===== config.mk =====
export PLATFORM = sky130hd
export DESIGN_NAME = modbus_write_frame_receiver_unit_flat
export DESIGN_NICKNAME = d
export VERILOG_FILES = /design/src/sv/mwfr_pkg.sv /design/src/sv/mwfr_ifs.sv /design/src/sv/modbus_write_frame_receiver_unit.sv /design/src/flat_wrapper.sv
export SDC_FILE = /design/constraint.sdc
export NUM_CORES = 1
export LEC_CHECK = 0
export BUFFER_PORTS_ARGS = -buffer_cell sky130_fd_sc_hd__buf_4
export CORE_MARGIN = 2
export CORE_UTILIZATION = 47
export CTS_CLUSTER_SIZE = 10
export DETAILED_ROUTE_END_ITERATION = 10
export GPL_TIMING_DRIVEN = 0
export SLEW_MARGIN = 15
export SYNTH_ARGS = -nofsm -noshare
export SYNTH_HDL_FRONTEND = slang
export SYNTH_SLANG_ARGS = --single-unit

===== constraint.sdc =====
create_clock -name clk -period 27.3 [get_ports clk]
set_clock_uncertainty 0.05 [all_clocks]
set_input_delay 5.46 -clock clk [delete_from_list [all_inputs] [get_ports clk]]
set_output_delay 5.46 -clock clk [all_outputs]
set_load 0.1 [all_outputs]

===== src/sv/mwfr_pkg.sv =====
// ---------------------------------------------------------------------------
// mwfr_pkg
// Constants, codes and helper functions of the write-frame receiver.
// ---------------------------------------------------------------------------
package mwfr_pkg;

	localparam int HEADER_BYTES  = 7;
	localparam int ACK_HDR_BYTES = 6;
	localparam int ACK_BEATS     = 8;
	localparam int POS_W         = 9;
	localparam int BEAT_W        = 3;
	localparam int REG_IDX_W     = 8;
	localparam int CFG_DATA_W    = 16;

	typedef logic [7:0]       byte_t;
	typedef logic [15:0]      word_t;
	typedef logic [2:0]       status_t;
	typedef logic [POS_W-1:0] pos_t;

	// Configuration register indexes.
	localparam logic [REG_IDX_W-1:0] REG_STATION_ADDRESS = 8'd0;
	localparam logic [REG_IDX_W-1:0] REG_FIRST_REGISTER  = 8'd1;
	localparam logic [REG_IDX_W-1:0] REG_FINAL_REGISTER  = 8'd2;
	localparam logic [REG_IDX_W-1:0] REG_PAYLOAD_LIMIT   = 8'd3;

	// Frame status codes.
	localparam status_t STATUS_ACKED    = 3'd0;
	localparam status_t STATUS_FOREIGN  = 3'd1;
	localparam status_t STATUS_RANGE    = 3'd2;
	localparam status_t STATUS_TOO_LONG = 3'd3;
	localparam status_t STATUS_CRC      = 3'd4;
	localparam status_t STATUS_NO_ACK   = 3'd5;

	localparam byte_t FUNC_WRITE_MULTI = 8'h10;
	localparam byte_t TYPE_CLEAR_ALL   = 8'h77;

	localparam word_t OFF_CLEAR_A = 16'h0000;
	localparam word_t OFF_CLEAR_B = 16'h0003;
	localparam word_t OFF_CLEAR_C = 16'h0005;
	localparam word_t OFF_DISP_A  = 16'h0006;
	localparam word_t OFF_DISP_B  = 16'h0010;
	localparam word_t OFF_DISP_C  = 16'h0050;
	localparam word_t OFF_DISP_D  = 16'h0090;

	localparam word_t CRC_INIT = 16'hFFFF;
	localparam word_t CRC_POLY = 16'hA001;

	// One byte of CRC-16/Modbus, reflected, LSB first.
	function automatic word_t crc16_byte(input word_t crc_in, input byte_t b);
		word_t c;
		c = crc_in ^ {8'h00, b};
		for (int i = 0; i < 8; i++) begin
			if (c[0]) begin
				c = (c >> 1) ^ CRC_POLY;
			end else begin
				c = c >> 1;
			end
		end
		return c;
	endfunction

	// Payload types that have a known signal collection.
	function automatic logic known_type(input byte_t t);
		return (t == 8'h02) || (t == 8'h03) || (t == 8'h04) || (t == 8'h19) || (t == 8'h33);
	endfunction

endpackage


===== src/sv/mwfr_ifs.sv =====
// ---------------------------------------------------------------------------
// mwfr channel interfaces
// Valid/ready channels for received items, results and register writes.
// ---------------------------------------------------------------------------
interface mwfr_item_if;
	import mwfr_pkg::*;
	logic  valid;
	logic  ready;
	logic  kind;
	byte_t rx_byte;
	modport source (output valid, output kind, output rx_byte, input ready);
	modport sink (input valid, input kind, input rx_byte, output ready);
endinterface

interface mwfr_result_if;
	import mwfr_pkg::*;
	logic    valid;
	logic    ready;
	status_t frame_status;
	logic    ack_valid;
	byte_t   ack_byte;
	logic    ack_last;
	byte_t   data_type;
	byte_t   payload_len;
	word_t   register_offset;
	logic    clear_signals;
	logic    dispatch_payload;
	modport source (output valid, output frame_status, output ack_valid, output ack_byte,
		output ack_last, output data_type, output payload_len, output register_offset,
		output clear_signals, output dispatch_payload, input ready);
	modport sink (input valid, input frame_status, input ack_valid, input ack_byte,
		input ack_last, input data_type, input payload_len, input register_offset,
		input clear_signals, input dispatch_payload, output ready);
endinterface

interface mwfr_cfg_if;
	import mwfr_pkg::*;
	logic                  valid;
	logic                  ready;
	logic [REG_IDX_W-1:0]  index;
	logic [CFG_DATA_W-1:0] data;
	modport source (output valid, output index, output data, input ready);
	modport sink (input valid, input index, input data, output ready);
endinterface


===== src/sv/modbus_write_frame_receiver_unit.sv =====
// ---------------------------------------------------------------------------
// modbus_write_frame_receiver_unit
// Assembles Modbus RTU write-multiple-registers frames from a byte stream,
// checks them and emits the status and the acknowledgement bytes.
// ---------------------------------------------------------------------------
//
// Channel   Role    Transaction carries
// item      sink    kind (byte or line gap), rx_byte
// result    source  frame_status, ack_valid/byte/last, type, length, offset, flags
// cfg       sink    index, data (register write, always ready)
//
// One item is taken per cycle unless a pending result job stalls the input
// register. An accepted item sits in the input register and is then folded
// into the frame state by a combinational step that includes the bytewise CRC.
// A result shows on the result channel once the item has passed the input
// and job registers. An acknowledgement occupies the result channel for eight
// transactions; meanwhile one further item waits in the input register. All
// control state is cleared by arst_n; nothing else is needed after reset.
module modbus_write_frame_receiver_unit (
	input logic             clk,
	input logic             arst_n,
	mwfr_item_if.sink       item,
	mwfr_result_if.source   result,
	mwfr_cfg_if.sink        cfg
);
	import mwfr_pkg::*;

	// Configuration registers.
	byte_t station_q;
	word_t first_q;
	word_t final_q;
	byte_t limit_q;

	// Input register.
	logic  valid_s1;
	logic  kind_s1;
	byte_t byte_s1;

	// Frame state.
	pos_t  pos_q;
	byte_t hdr_q [HEADER_BYTES];
	word_t crc_run_q;
	word_t crc_ack_q;
	byte_t type_q;
	byte_t len_q;
	byte_t crc_lo_q;

	// Result job: one status transaction, or eight acknowledgement beats.
	logic              job_valid_q;
	logic              job_ack_q;
	logic [BEAT_W-1:0] job_beat_q;
	status_t           job_status_q;
	byte_t             job_hdr_q [ACK_HDR_BYTES];
	word_t             job_crc_q;
	byte_t             job_type_q;
	byte_t             job_len_q;
	word_t             job_off_q;
	logic              job_clr_q;
	logic              job_disp_q;

	logic job_last;
	logic job_free;
	logic adv;

	// Step decode.
	logic    in_hdr;
	pos_t    data_end;
	word_t   crc_run_upd;
	word_t   crc_ack_upd;
	logic    hdr_done;
	logic    hdr_ok;
	logic    frame_done;
	byte_t   len_eff;
	word_t   reg_addr;
	word_t   off;
	word_t   crc_rx;
	logic    res_emit;
	logic    res_ack;
	logic    res_fields;
	status_t res_status;
	logic    res_clr;
	logic    res_disp;

	// The job slot frees when it is empty or its last transaction leaves now.
	assign job_last = !job_ack_q || (job_beat_q == BEAT_W'(ACK_BEATS - 1));
	assign job_free = !job_valid_q || (result.ready && job_last);
	assign adv      = valid_s1 && job_free;

	// The input register takes a new item when it is empty or its content moves on.
	assign item.ready = !valid_s1 || job_free;
	assign cfg.ready  = 1'b1;

	always_ff @(posedge clk or negedge arst_n) begin
		if (!arst_n) begin
			station_q <= 8'd1;
			first_q   <= 16'h0000;
			final_q   <= 16'hFFFF;
			limit_q   <= 8'hFF;
		end else if (cfg.valid) begin
			unique case (cfg.index)
				REG_STATION_ADDRESS: station_q <= cfg.data[7:0];
				REG_FIRST_REGISTER:  first_q   <= cfg.data;
				REG_FINAL_REGISTER:  final_q   <= cfg.data;
				REG_PAYLOAD_LIMIT:   limit_q   <= cfg.data[7:0];
				default: ;
			endcase
		end
	end

	always_ff @(posedge clk or negedge arst_n) begin
		if (!arst_n) begin
			valid_s1 <= 1'b0;
		end else if (item.ready) begin
			valid_s1 <= item.valid;
		end
	end

	always_ff @(posedge clk) begin
		if (item.ready && item.valid) begin
			kind_s1 <= item.kind;
			byte_s1 <= item.rx_byte;
		end
	end

	// While the header is coming in, the data section has no length yet.
	assign in_hdr      = pos_q < POS_W'(HEADER_BYTES);
	assign data_end    = POS_W'(HEADER_BYTES) + (in_hdr ? '0 : {1'b0, hdr_q[HEADER_BYTES-1]});
	assign crc_run_upd = crc16_byte(crc_run_q, byte_s1);
	assign crc_ack_upd = crc16_byte(crc_ack_q, byte_s1);
	assign hdr_done    = pos_q == POS_W'(HEADER_BYTES - 1);
	assign hdr_ok      = (hdr_q[0] == station_q) && (hdr_q[1] == FUNC_WRITE_MULTI);
	assign frame_done  = !in_hdr && (pos_q == data_end + POS_W'(1));
	// With a byte count of zero the length byte is the CRC high byte now arriving.
	assign len_eff     = (pos_q == POS_W'(HEADER_BYTES + 1)) ? byte_s1 : len_q;
	assign reg_addr    = {hdr_q[2], hdr_q[3]};
	assign off         = reg_addr - first_q;
	assign crc_rx      = {byte_s1, crc_lo_q};

	always_comb begin
		res_emit   = 1'b0;
		res_ack    = 1'b0;
		res_fields = 1'b0;
		res_status = STATUS_ACKED;
		res_clr    = 1'b0;
		res_disp   = 1'b0;
		if (!kind_s1 && hdr_done && !hdr_ok) begin
			res_emit   = 1'b1;
			res_status = STATUS_FOREIGN;
		end else if (!kind_s1 && frame_done) begin
			res_emit = 1'b1;
			priority if ((reg_addr < first_q) || (reg_addr > final_q)) begin
				res_status = STATUS_RANGE;
			end else if (len_eff > limit_q) begin
				res_status = STATUS_TOO_LONG;
			end else if (crc_run_q != crc_rx) begin
				res_status = STATUS_CRC;
			end else if ((off == OFF_CLEAR_A) || (off == OFF_CLEAR_B) ||
					(off == OFF_CLEAR_C)) begin
				res_fields = 1'b1;
				res_ack    = 1'b1;
				res_clr    = type_q == TYPE_CLEAR_ALL;
			end else if ((off == OFF_DISP_A) || (off == OFF_DISP_B) ||
					(off == OFF_DISP_C) || (off == OFF_DISP_D)) begin
				res_fields = 1'b1;
				res_ack    = 1'b1;
				res_disp   = known_type(type_q);
			end else begin
				res_fields = 1'b1;
				res_status = STATUS_NO_ACK;
			end
		end
	end

	// Frame state: a line gap or any result returns the frame to its start.
	always_ff @(posedge clk or negedge arst_n) begin
		if (!arst_n) begin
			pos_q     <= '0;
			crc_run_q <= CRC_INIT;
			crc_ack_q <= CRC_INIT;
			type_q    <= '0;
			len_q     <= '0;
			crc_lo_q  <= '0;
			for (int i = 0; i < HEADER_BYTES; i++) begin
				hdr_q[i] <= '0;
			end
		end else if (adv) begin
			if (kind_s1 || res_emit) begin
				pos_q     <= '0;
				crc_run_q <= CRC_INIT;
				crc_ack_q <= CRC_INIT;
				type_q    <= '0;
				len_q     <= '0;
				crc_lo_q  <= '0;
				for (int i = 0; i < HEADER_BYTES; i++) begin
					hdr_q[i] <= '0;
				end
			end else begin
				pos_q <= pos_q + POS_W'(1);
				for (int i = 0; i < HEADER_BYTES; i++) begin
					if (in_hdr && (pos_q == POS_W'(i))) begin
						hdr_q[i] <= byte_s1;
					end
				end
				if (pos_q < POS_W'(ACK_HDR_BYTES)) begin
					crc_ack_q <= crc_ack_upd;
				end
				if (pos_q == POS_W'(HEADER_BYTES)) begin
					type_q <= byte_s1;
				end
				if (pos_q == POS_W'(HEADER_BYTES + 1)) begin
					len_q <= byte_s1;
				end
				if (in_hdr || (pos_q < data_end)) begin
					crc_run_q <= crc_run_upd;
				end
				if (!in_hdr && (pos_q == data_end)) begin
					crc_lo_q <= byte_s1;
				end
			end
		end
	end

	always_ff @(posedge clk or negedge arst_n) begin
		if (!arst_n) begin
			job_valid_q <= 1'b0;
			job_beat_q  <= '0;
			job_ack_q   <= 1'b0;
		end else if (adv && res_emit) begin
			job_valid_q <= 1'b1;
			job_beat_q  <= '0;
			job_ack_q   <= res_ack;
		end else if (job_free) begin
			job_valid_q <= 1'b0;
		end else if (result.ready) begin
			job_beat_q <= job_beat_q + BEAT_W'(1);
		end
	end

	// Payload of the job; the header copy lets the next frame start at once.
	always_ff @(posedge clk) begin
		if (adv && res_emit) begin
			job_status_q <= res_status;
			job_crc_q    <= crc_ack_q;
			job_type_q   <= res_fields ? type_q : '0;
			job_len_q    <= res_fields ? len_eff : '0;
			job_off_q    <= res_fields ? off : '0;
			job_clr_q    <= res_clr;
			job_disp_q   <= res_disp;
			for (int i = 0; i < ACK_HDR_BYTES; i++) begin
				job_hdr_q[i] <= hdr_q[i];
			end
		end
	end

	assign result.valid            = job_valid_q;
	assign result.frame_status     = job_status_q;
	assign result.ack_valid        = job_ack_q;
	assign result.ack_last         = job_last;
	assign result.data_type        = job_type_q;
	assign result.payload_len      = job_len_q;
	assign result.register_offset  = job_off_q;
	assign result.clear_signals    = job_clr_q;
	assign result.dispatch_payload = job_disp_q;

	// Acknowledgement beats: six header bytes, then the reply CRC low and high.
	always_comb begin
		result.ack_byte = '0;
		if (job_ack_q) begin
			unique case (job_beat_q)
				3'd0:    result.ack_byte = job_hdr_q[0];
				3'd1:    result.ack_byte = job_hdr_q[1];
				3'd2:    result.ack_byte = job_hdr_q[2];
				3'd3:    result.ack_byte = job_hdr_q[3];
				3'd4:    result.ack_byte = job_hdr_q[4];
				3'd5:    result.ack_byte = job_hdr_q[5];
				3'd6:    result.ack_byte = job_crc_q[7:0];
				default: result.ack_byte = job_crc_q[15:8];
			endcase
		end
	end

endmodule


===== src/flat_wrapper.sv =====
// flat-port wrapper written by rule: the top's interface ports become plain ports
module modbus_write_frame_receiver_unit_flat import mwfr_pkg::*;
  (clk, arst_n, item_valid, item_kind, item_rx_byte, item_ready, result_valid, result_frame_status, result_ack_valid, result_ack_byte, result_ack_last, result_data_type, result_payload_len, result_register_offset, result_clear_signals, result_dispatch_payload, result_ready, cfg_valid, cfg_index, cfg_data, cfg_ready);
  mwfr_item_if item_i ();
  mwfr_result_if result_i ();
  mwfr_cfg_if cfg_i ();
  input logic clk;
  input logic arst_n;
  input wire logic [$bits(item_i.valid)-1:0] item_valid;
  input wire logic [$bits(item_i.kind)-1:0] item_kind;
  input wire logic [$bits(item_i.rx_byte)-1:0] item_rx_byte;
  output wire logic [$bits(item_i.ready)-1:0] item_ready;
  output wire logic [$bits(result_i.valid)-1:0] result_valid;
  output wire logic [$bits(result_i.frame_status)-1:0] result_frame_status;
  output wire logic [$bits(result_i.ack_valid)-1:0] result_ack_valid;
  output wire logic [$bits(result_i.ack_byte)-1:0] result_ack_byte;
  output wire logic [$bits(result_i.ack_last)-1:0] result_ack_last;
  output wire logic [$bits(result_i.data_type)-1:0] result_data_type;
  output wire logic [$bits(result_i.payload_len)-1:0] result_payload_len;
  output wire logic [$bits(result_i.register_offset)-1:0] result_register_offset;
  output wire logic [$bits(result_i.clear_signals)-1:0] result_clear_signals;
  output wire logic [$bits(result_i.dispatch_payload)-1:0] result_dispatch_payload;
  input wire logic [$bits(result_i.ready)-1:0] result_ready;
  input wire logic [$bits(cfg_i.valid)-1:0] cfg_valid;
  input wire logic [$bits(cfg_i.index)-1:0] cfg_index;
  input wire logic [$bits(cfg_i.data)-1:0] cfg_data;
  output wire logic [$bits(cfg_i.ready)-1:0] cfg_ready;
  assign item_i.valid = item_valid;
  assign item_i.kind = item_kind;
  assign item_i.rx_byte = item_rx_byte;
  assign item_ready = item_i.ready;
  assign result_valid = result_i.valid;
  assign result_frame_status = result_i.frame_status;
  assign result_ack_valid = result_i.ack_valid;
  assign result_ack_byte = result_i.ack_byte;
  assign result_ack_last = result_i.ack_last;
  assign result_data_type = result_i.data_type;
  assign result_payload_len = result_i.payload_len;
  assign result_register_offset = result_i.register_offset;
  assign result_clear_signals = result_i.clear_signals;
  assign result_dispatch_payload = result_i.dispatch_payload;
  assign result_i.ready = result_ready;
  assign cfg_i.valid = cfg_valid;
  assign cfg_i.index = cfg_index;
  assign cfg_i.data = cfg_data;
  assign cfg_ready = cfg_i.ready;
  modbus_write_frame_receiver_unit u_core (.clk(clk), .arst_n(arst_n), .item(item_i), .result(result_i), .cfg(cfg_i));
endmodule

# [After elaboration in Yosys (flattened, before gate mapping)]
# Memories as Yosys holds them, arrays and structs flattened.
# Cells that the tools add are included.
[totals] register_bits=237 word_cells=241 ramBits=48 memories=1
[memory_table] memory="u_core.job_hdr_q" words=6 word_bits=8 read_ports=6 rd_ports_with_merged_regs=0 wr=6 line="modbus_write_frame_receiver_unit.sv:53" text="byte_t job_hdr_q [ACK_HDR_BYTES];"
[classes] add_sub_neg=5 bitwise_logic=21 n_reduce_logical=75 eq_ne=36 mux=65 magnitude_cmp=6
[op_table] op="16-bit 2-to-1 mux" n=20
[op_table] op="8-bit 2-to-1 mux" n=15
[op_table] op="56-bit 2-to-1 mux" n=1
[op_table] op="8-bit case mux with 7 select lines" n=1
[op_table] op="2-bit inverter with 3-bit output" n=16
[op_table] op="9-bit by 3-bit equality test with 1-bit output, second input constant" n=4
[op_table] op="16-bit by 3-bit equality test with 1-bit output, second input constant" n=2
[op_table] op="8-bit by 2-bit equality test with 1-bit output, second input constant" n=4
[op_table] op="2-bit AND reduction" n=16
[op_table] op="16-bit by 8-bit XOR with 16-bit output" n=2
[op_table] op="2-bit nonzero test" n=13
[op_table] op="1-bit 2-to-1 mux" n=19
[op_table] op="9-bit by 1-bit adder with 9-bit output, second input constant" n=2
[op_table] op="9-bit by 2-bit equality test with 1-bit output, second input constant" n=2
[op_table] op="9-bit equality test" n=2
[op_table] op="9-bit by 3-bit less-than comparator with 1-bit output, second input constant" n=2
[op_table] op="3-bit 2-to-1 mux" n=6
[op_table] op="1-bit logical AND" n=17
[op_table] op="16-bit by 2-bit equality test with 1-bit output, second input constant" n=1
[op_table] op="16-bit by 5-bit equality test with 1-bit output, second input constant" n=1
[op_table] op="16-bit by 7-bit equality test with 1-bit output, second input constant" n=1
[op_table] op="16-bit by 8-bit equality test with 1-bit output, second input constant" n=1
[op_table] op="8-bit by 5-bit equality test with 1-bit output, second input constant" n=2
[op_table] op="16-bit > comparator" n=1
[op_table] op="31 further kinds" n=57

# [Depth between registers and ports, before layout]
[depth] word_depth=19 mapped_depth=19 depth_no_buf=15

# [Least setup slack after synthesis]
# No wires, ideal clock.
[synth_path] path_type="input to register" startpoint="input port result_ready" endpoint="register u_core.job_ack_q (netlist: u_core.result.ack_valid)" path_buffers=1 path_stages=5 t_arrival_ns=11.590 path_slack_ns=15.263 setup_ns=0.396 t_required_ns=26.854 cell_sequence="a21boi_0 > nand2b_1 > clkbuf_1 > a21oi_1 > o32ai_1"
[synth_via] elab_chain_len=4
[synth_rtl] item="start, declared" line="flat_wrapper.sv:23" text="input wire logic [$bits(result_i.ready)-1:0] result_ready;"
[synth_rtl] item="1-bit logical AND" line="modbus_write_frame_receiver_unit.sv:86" text="assign job_free = !job_valid_q || (result.ready && job_last);"
[synth_rtl] item="1-bit logical OR" line="modbus_write_frame_receiver_unit.sv:86"
[synth_rtl] item="1-bit logical AND" line="modbus_write_frame_receiver_unit.sv:87" text="assign adv = valid_s1 && job_free;"
[synth_rtl] item="1-bit logical AND" line="modbus_write_frame_receiver_unit.sv:228" text="end else if (adv && res_emit) begin"
[synth_rtl] item="end signal, assigned" line="modbus_write_frame_receiver_unit.sv:231" text="job_ack_q <= res_ack;"
[synth_rtl] item="end, declared" line="modbus_write_frame_receiver_unit.sv:50" text="logic job_ack_q;"
# Every way passes these cells.
# A chain may end at the register's enable or synchronous reset.

# [Worst setup path after layout]
[layout_path] startpoint="input port result_ready" endpoint="output port item_ready"
[layout_via] elab_chain_len=3
[layout_rtl] item="1-bit logical AND" line="modbus_write_frame_receiver_unit.sv:86"
[layout_rtl] item="1-bit logical OR" line="modbus_write_frame_receiver_unit.sv:86"
[layout_rtl] item="1-bit logical OR" line="modbus_write_frame_receiver_unit.sv:90" text="assign item.ready = !valid_s1 || job_free;"
[layout_rtl] item="end, declared" line="flat_wrapper.sv:12" text="output wire logic [$bits(item_i.ready)-1:0] item_ready;"
# Every way passes these cells.

==> metrics <==
status=completed; Leakage=6.81 nW; largest net degree at the start of global routing=92; most frequent CP cell=buf_4; CTS tree=done; Tmin final=~13 ns; post-synthesis net count=1300; Worst Tran Pin Value=between 1 and 1.5 ns; CP arrival=between 7 and 8 ns; Hold Crit Class=register to register; Initial Util=48.0%; IO Port Bufs=between 80 and 90; fmax=79.4 MHz; core footprint=between 20000 and 30000 um^2; max-cap viol count=0; routed vias/inst=~5.8; initial antenna violation count=1; final setup vio count=0; reg2reg setup slack=roughly 22 ns; period utilisation layout=a little under half; number of enable flip-flop cells after synthesis=110; Pre-antenna DRT Iters=9; detailed-route via count=10100; DRT Wirelength=about 37000 um; final max-slew violation count=0; CTS resizes=0; crit end category=primary output; post-synthesis cell count=1200; CP max stage delay=a little over 0.9 ns; Area growth syn-to-layout=16.4%; DP Wirelength=between 20000 and 30000 um; Util after Layout=a little under three fifths; RSZ-0062 raised after global routing=no; clk_lat worst skew=0.51 ns; total power draw=about 1.7 mW; crit path max-delay cell type=a21boi_0; antenna-violating nets left=0; FP Rows=63; I/O Pins=~90; Max Root-Sink Buffers=3; P per Cell Area=around 100 nW/um^2; post-synth cell types=74; clk root buf=clkbuf_16; delay-heaviest family, CP=compound AO/OA/AOI/OAI gates; share of layout cells above drive strength 1=20.8%; first-pass GRT wire length=roughly 58000 um; top cell type's share of synthesized area=a little under a quarter; GR Overflow Total=0; Die Ht=~180 um; Sinks on Clock Net=about 290; post-synthesis simple-gate area fraction=approximately a tenth; Post-Syn Area=roughly 14000 um^2; average size of a mapped cell=~12 um^2; crit-path cells=buf_4 -> a21boi_0 -> nand2_1 -> buf_4; initial drt markers=around 1000; n_diodes=0; Die X=approximately 180 um; Total GRT Usage=24.2%; NumNets Final=roughly 1400; startpoint type of the worst setup path=input pin; VDD IR max=0.0536 mV; Num CTS Buffers=35; DR WL/cell=about 21 um; setup TNS=0 ns; Relative slew margins=between 15 and 20%; ys flop type=dfrtp_1; CP Class=input pin to primary output; Worst-path clk slew=around 0.060 ns; CTS Hold Bufs=0; DRC Markers=0; filler instances=2541; sequential cell area fraction in the yosys report=54.4%; # Post-CTS Setup Buffers=0; Fin. Hold Viols=0; Worst Path Required=about 22 ns; vias in the first global route=roughly 10000; FF+latch count, synth=around 290; H-tree depth=2; post-synthesis mux area share=5.44%; crit-path max FO=6; synth top area cells=edfxtp_1 (23%), dfrtp_1 (21%), dfstp_2 (11%); Syn. warnings=0; adder-cell share of the synthesized area=about 5.5%; largest family of logic cells by synthesized area=compound AO/OA/AOI/OAI gates; Final Wtd Congestion=0.887; XOR/XNOR Fraction of Synth Area=about 6.4%; area leader, netlist=edfxtp_1; worst path bufs/invs=2; Compound-Gate Fraction of Synth Area=15.0%; Post-synth ARST share=61.4%; full die area=31700 um^2
## path summary, 6_finish.rpt
path                                              start                                       end  cells after the start
max                                        result_ready                                item_ready                      4
max reg2reg                 u_core.pos_q[5]$_DFFE_PN0P_  u_core.result.data_type[0]$_SDFFCE_PN0P_                     17
min                        u_core.hdr_q[14]$_DFFE_PN0P_          u_core.job_hdr_q[5][6]$_DFFE_PP_                      0
min in group asynchronous                        arst_n            u_core.crc_lo_q[0]$_DFFE_PN0P_                      1
max in group asynchronous                        arst_n            u_core.final_q[12]$_DFFE_PN1P_                      2
min reg2reg                u_core.hdr_q[14]$_DFFE_PN0P_          u_core.job_hdr_q[5][6]$_DFFE_PP_                      0
## cell type report
class                   count  area (um^2)  area share (%)
well taps                 390          488            2.94
inverters                  65          244            1.47
repair buffers             92          783            4.72
flip-flops and latches    285         7750            46.7
clock buffers              58          982            5.92
clock inverters             4         47.5           0.287
multi-input cells         791         6050            36.5
plain buffers              59          243            1.46
## state kept, by name, summed over array words and instances (netlist names), 3 cells and up
| name | cells |
|---|---|
| u_core.final_q | 16 |
| u_core.hdr_q | 56 |
| u_core.crc_ack_q | 16 |
| u_core.crc_run_q | 16 |
| u_core.crc_lo_q | 8 |
| u_core.station_q | 8 |
| u_core.job_crc_q | 16 |
| u_core.job_hdr_q | 48 |
| u_core.len_q | 8 |
| u_core.result.frame_status | 3 |
| u_core.job_beat_q | 3 |
| u_core.type_q | 8 |
| u_core.first_q | 16 |
| u_core.result.register_offset | 16 |
| u_core.byte_s1 | 8 |
| u_core.result.payload_len | 8 |
| u_core.pos_q | 9 |
| u_core.limit_q | 8 |
| u_core.result.data_type | 8 |
## layout by cell type, fill, tap and decap left out, types with 11 or more instances in the layout
cell type	instances
dfrtp_1	118
edfxtp_1	110
buf_4	89
xnor2_1	77
a22o_1	72
nand2_1	71
mux2_2	68
clkbuf_1	67
inv_1	64
nor2_1	61
ha_1	61
dfstp_2	57
a21oi_1	40
nand3_1	37
clkbuf_16	35
o21ai_0	26
xor2_1	23
nand4_1	17
o22a_1	17
nor2b_1	16
a21o_1	16
nor3_1	16
o211ai_1	15
a222oi_1	13
nand2b_1	11
## per-stage QoR
stage                     hold WS [ns]  cell area, um^2  instances  worst slack (ns)
after floorplan                  0.375            14300       1200             15.26
after global placement           0.384            15400       1676             12.24
after detailed placement         0.381            15600       1682             14.79
after global routing             0.405            16600       1744             14.69
final                            0.399            16600       1744             14.71
after CTS                        0.395            16600       1744             14.79
## cell families after synthesis
family,count (synthesis)
AO/OA/AOI/OAI,277
buffers and inverters,124
adder cells (fa/ha/maj),62
flip-flops,285
AND/OR/NAND/NOR,280
multiplexers,69
XOR/XNOR,102
other,1
## worst reg2reg max path: stages, from the launching register on
cell	delay [ns]
dfrtp_1	0.37
clkbuf_1	0.20
nor4_1	0.45
nand3_1	0.28
clkbuf_1	0.31
nand2_1	0.20
ha_1	0.27
nor2b_1	0.19
buf_6	0.16
a41oi_2	0.23
a2111oi_4	0.32
a211oi_1	0.08
or4_1	0.52
a211o_1	0.42
clkbuf_1	0.36
a21oi_4	0.62
buf_16	0.26
buf_16	0.19
## where the power goes
part	switching (mW)	internal, mW
Clock	0.171	0.254
Combinational	0.442	0.258
Sequential	0.0612	0.524
Total	0.674	1.04
## Yosys cell counts (5+ instances only)
library cell	n
a211o_1	5
a211oi_1	6
a21o_1	16
a21oi_1	41
a221oi_1	5
a222oi_1	13
a22o_1	72
a22oi_1	5
a32o_1	8
and2_1	6
and3_1	7
buf_1	7
clkbuf_1	46
dfrtp_1	118
dfstp_2	57
edfxtp_1	110
ha_1	61
inv_1	64
mux2_2	68
nand2_1	71
nand2b_1	11
nand3_1	37
nand4_1	17
nor2_1	61
nor2b_1	16
nor3_1	17
nor4_1	12
o211ai_1	15
o21a_1	8
o21ai_0	26
o21ai_1	9
o22a_1	17
or3_1	7
xnor2_1	77
xor2_1	23
## metal layers
metal	global-route usage (%)	wire (um)	vias up	share of wire, %
li1	-	-	4703	-
met1	36.2	17800	5025	47
met2	37.0	16700	293	45
met3	4.33	2320	51	6.2
met4	5.52	681	0	1.8
met5	0	0	-	0
Power figures use the tool's default switching activity.
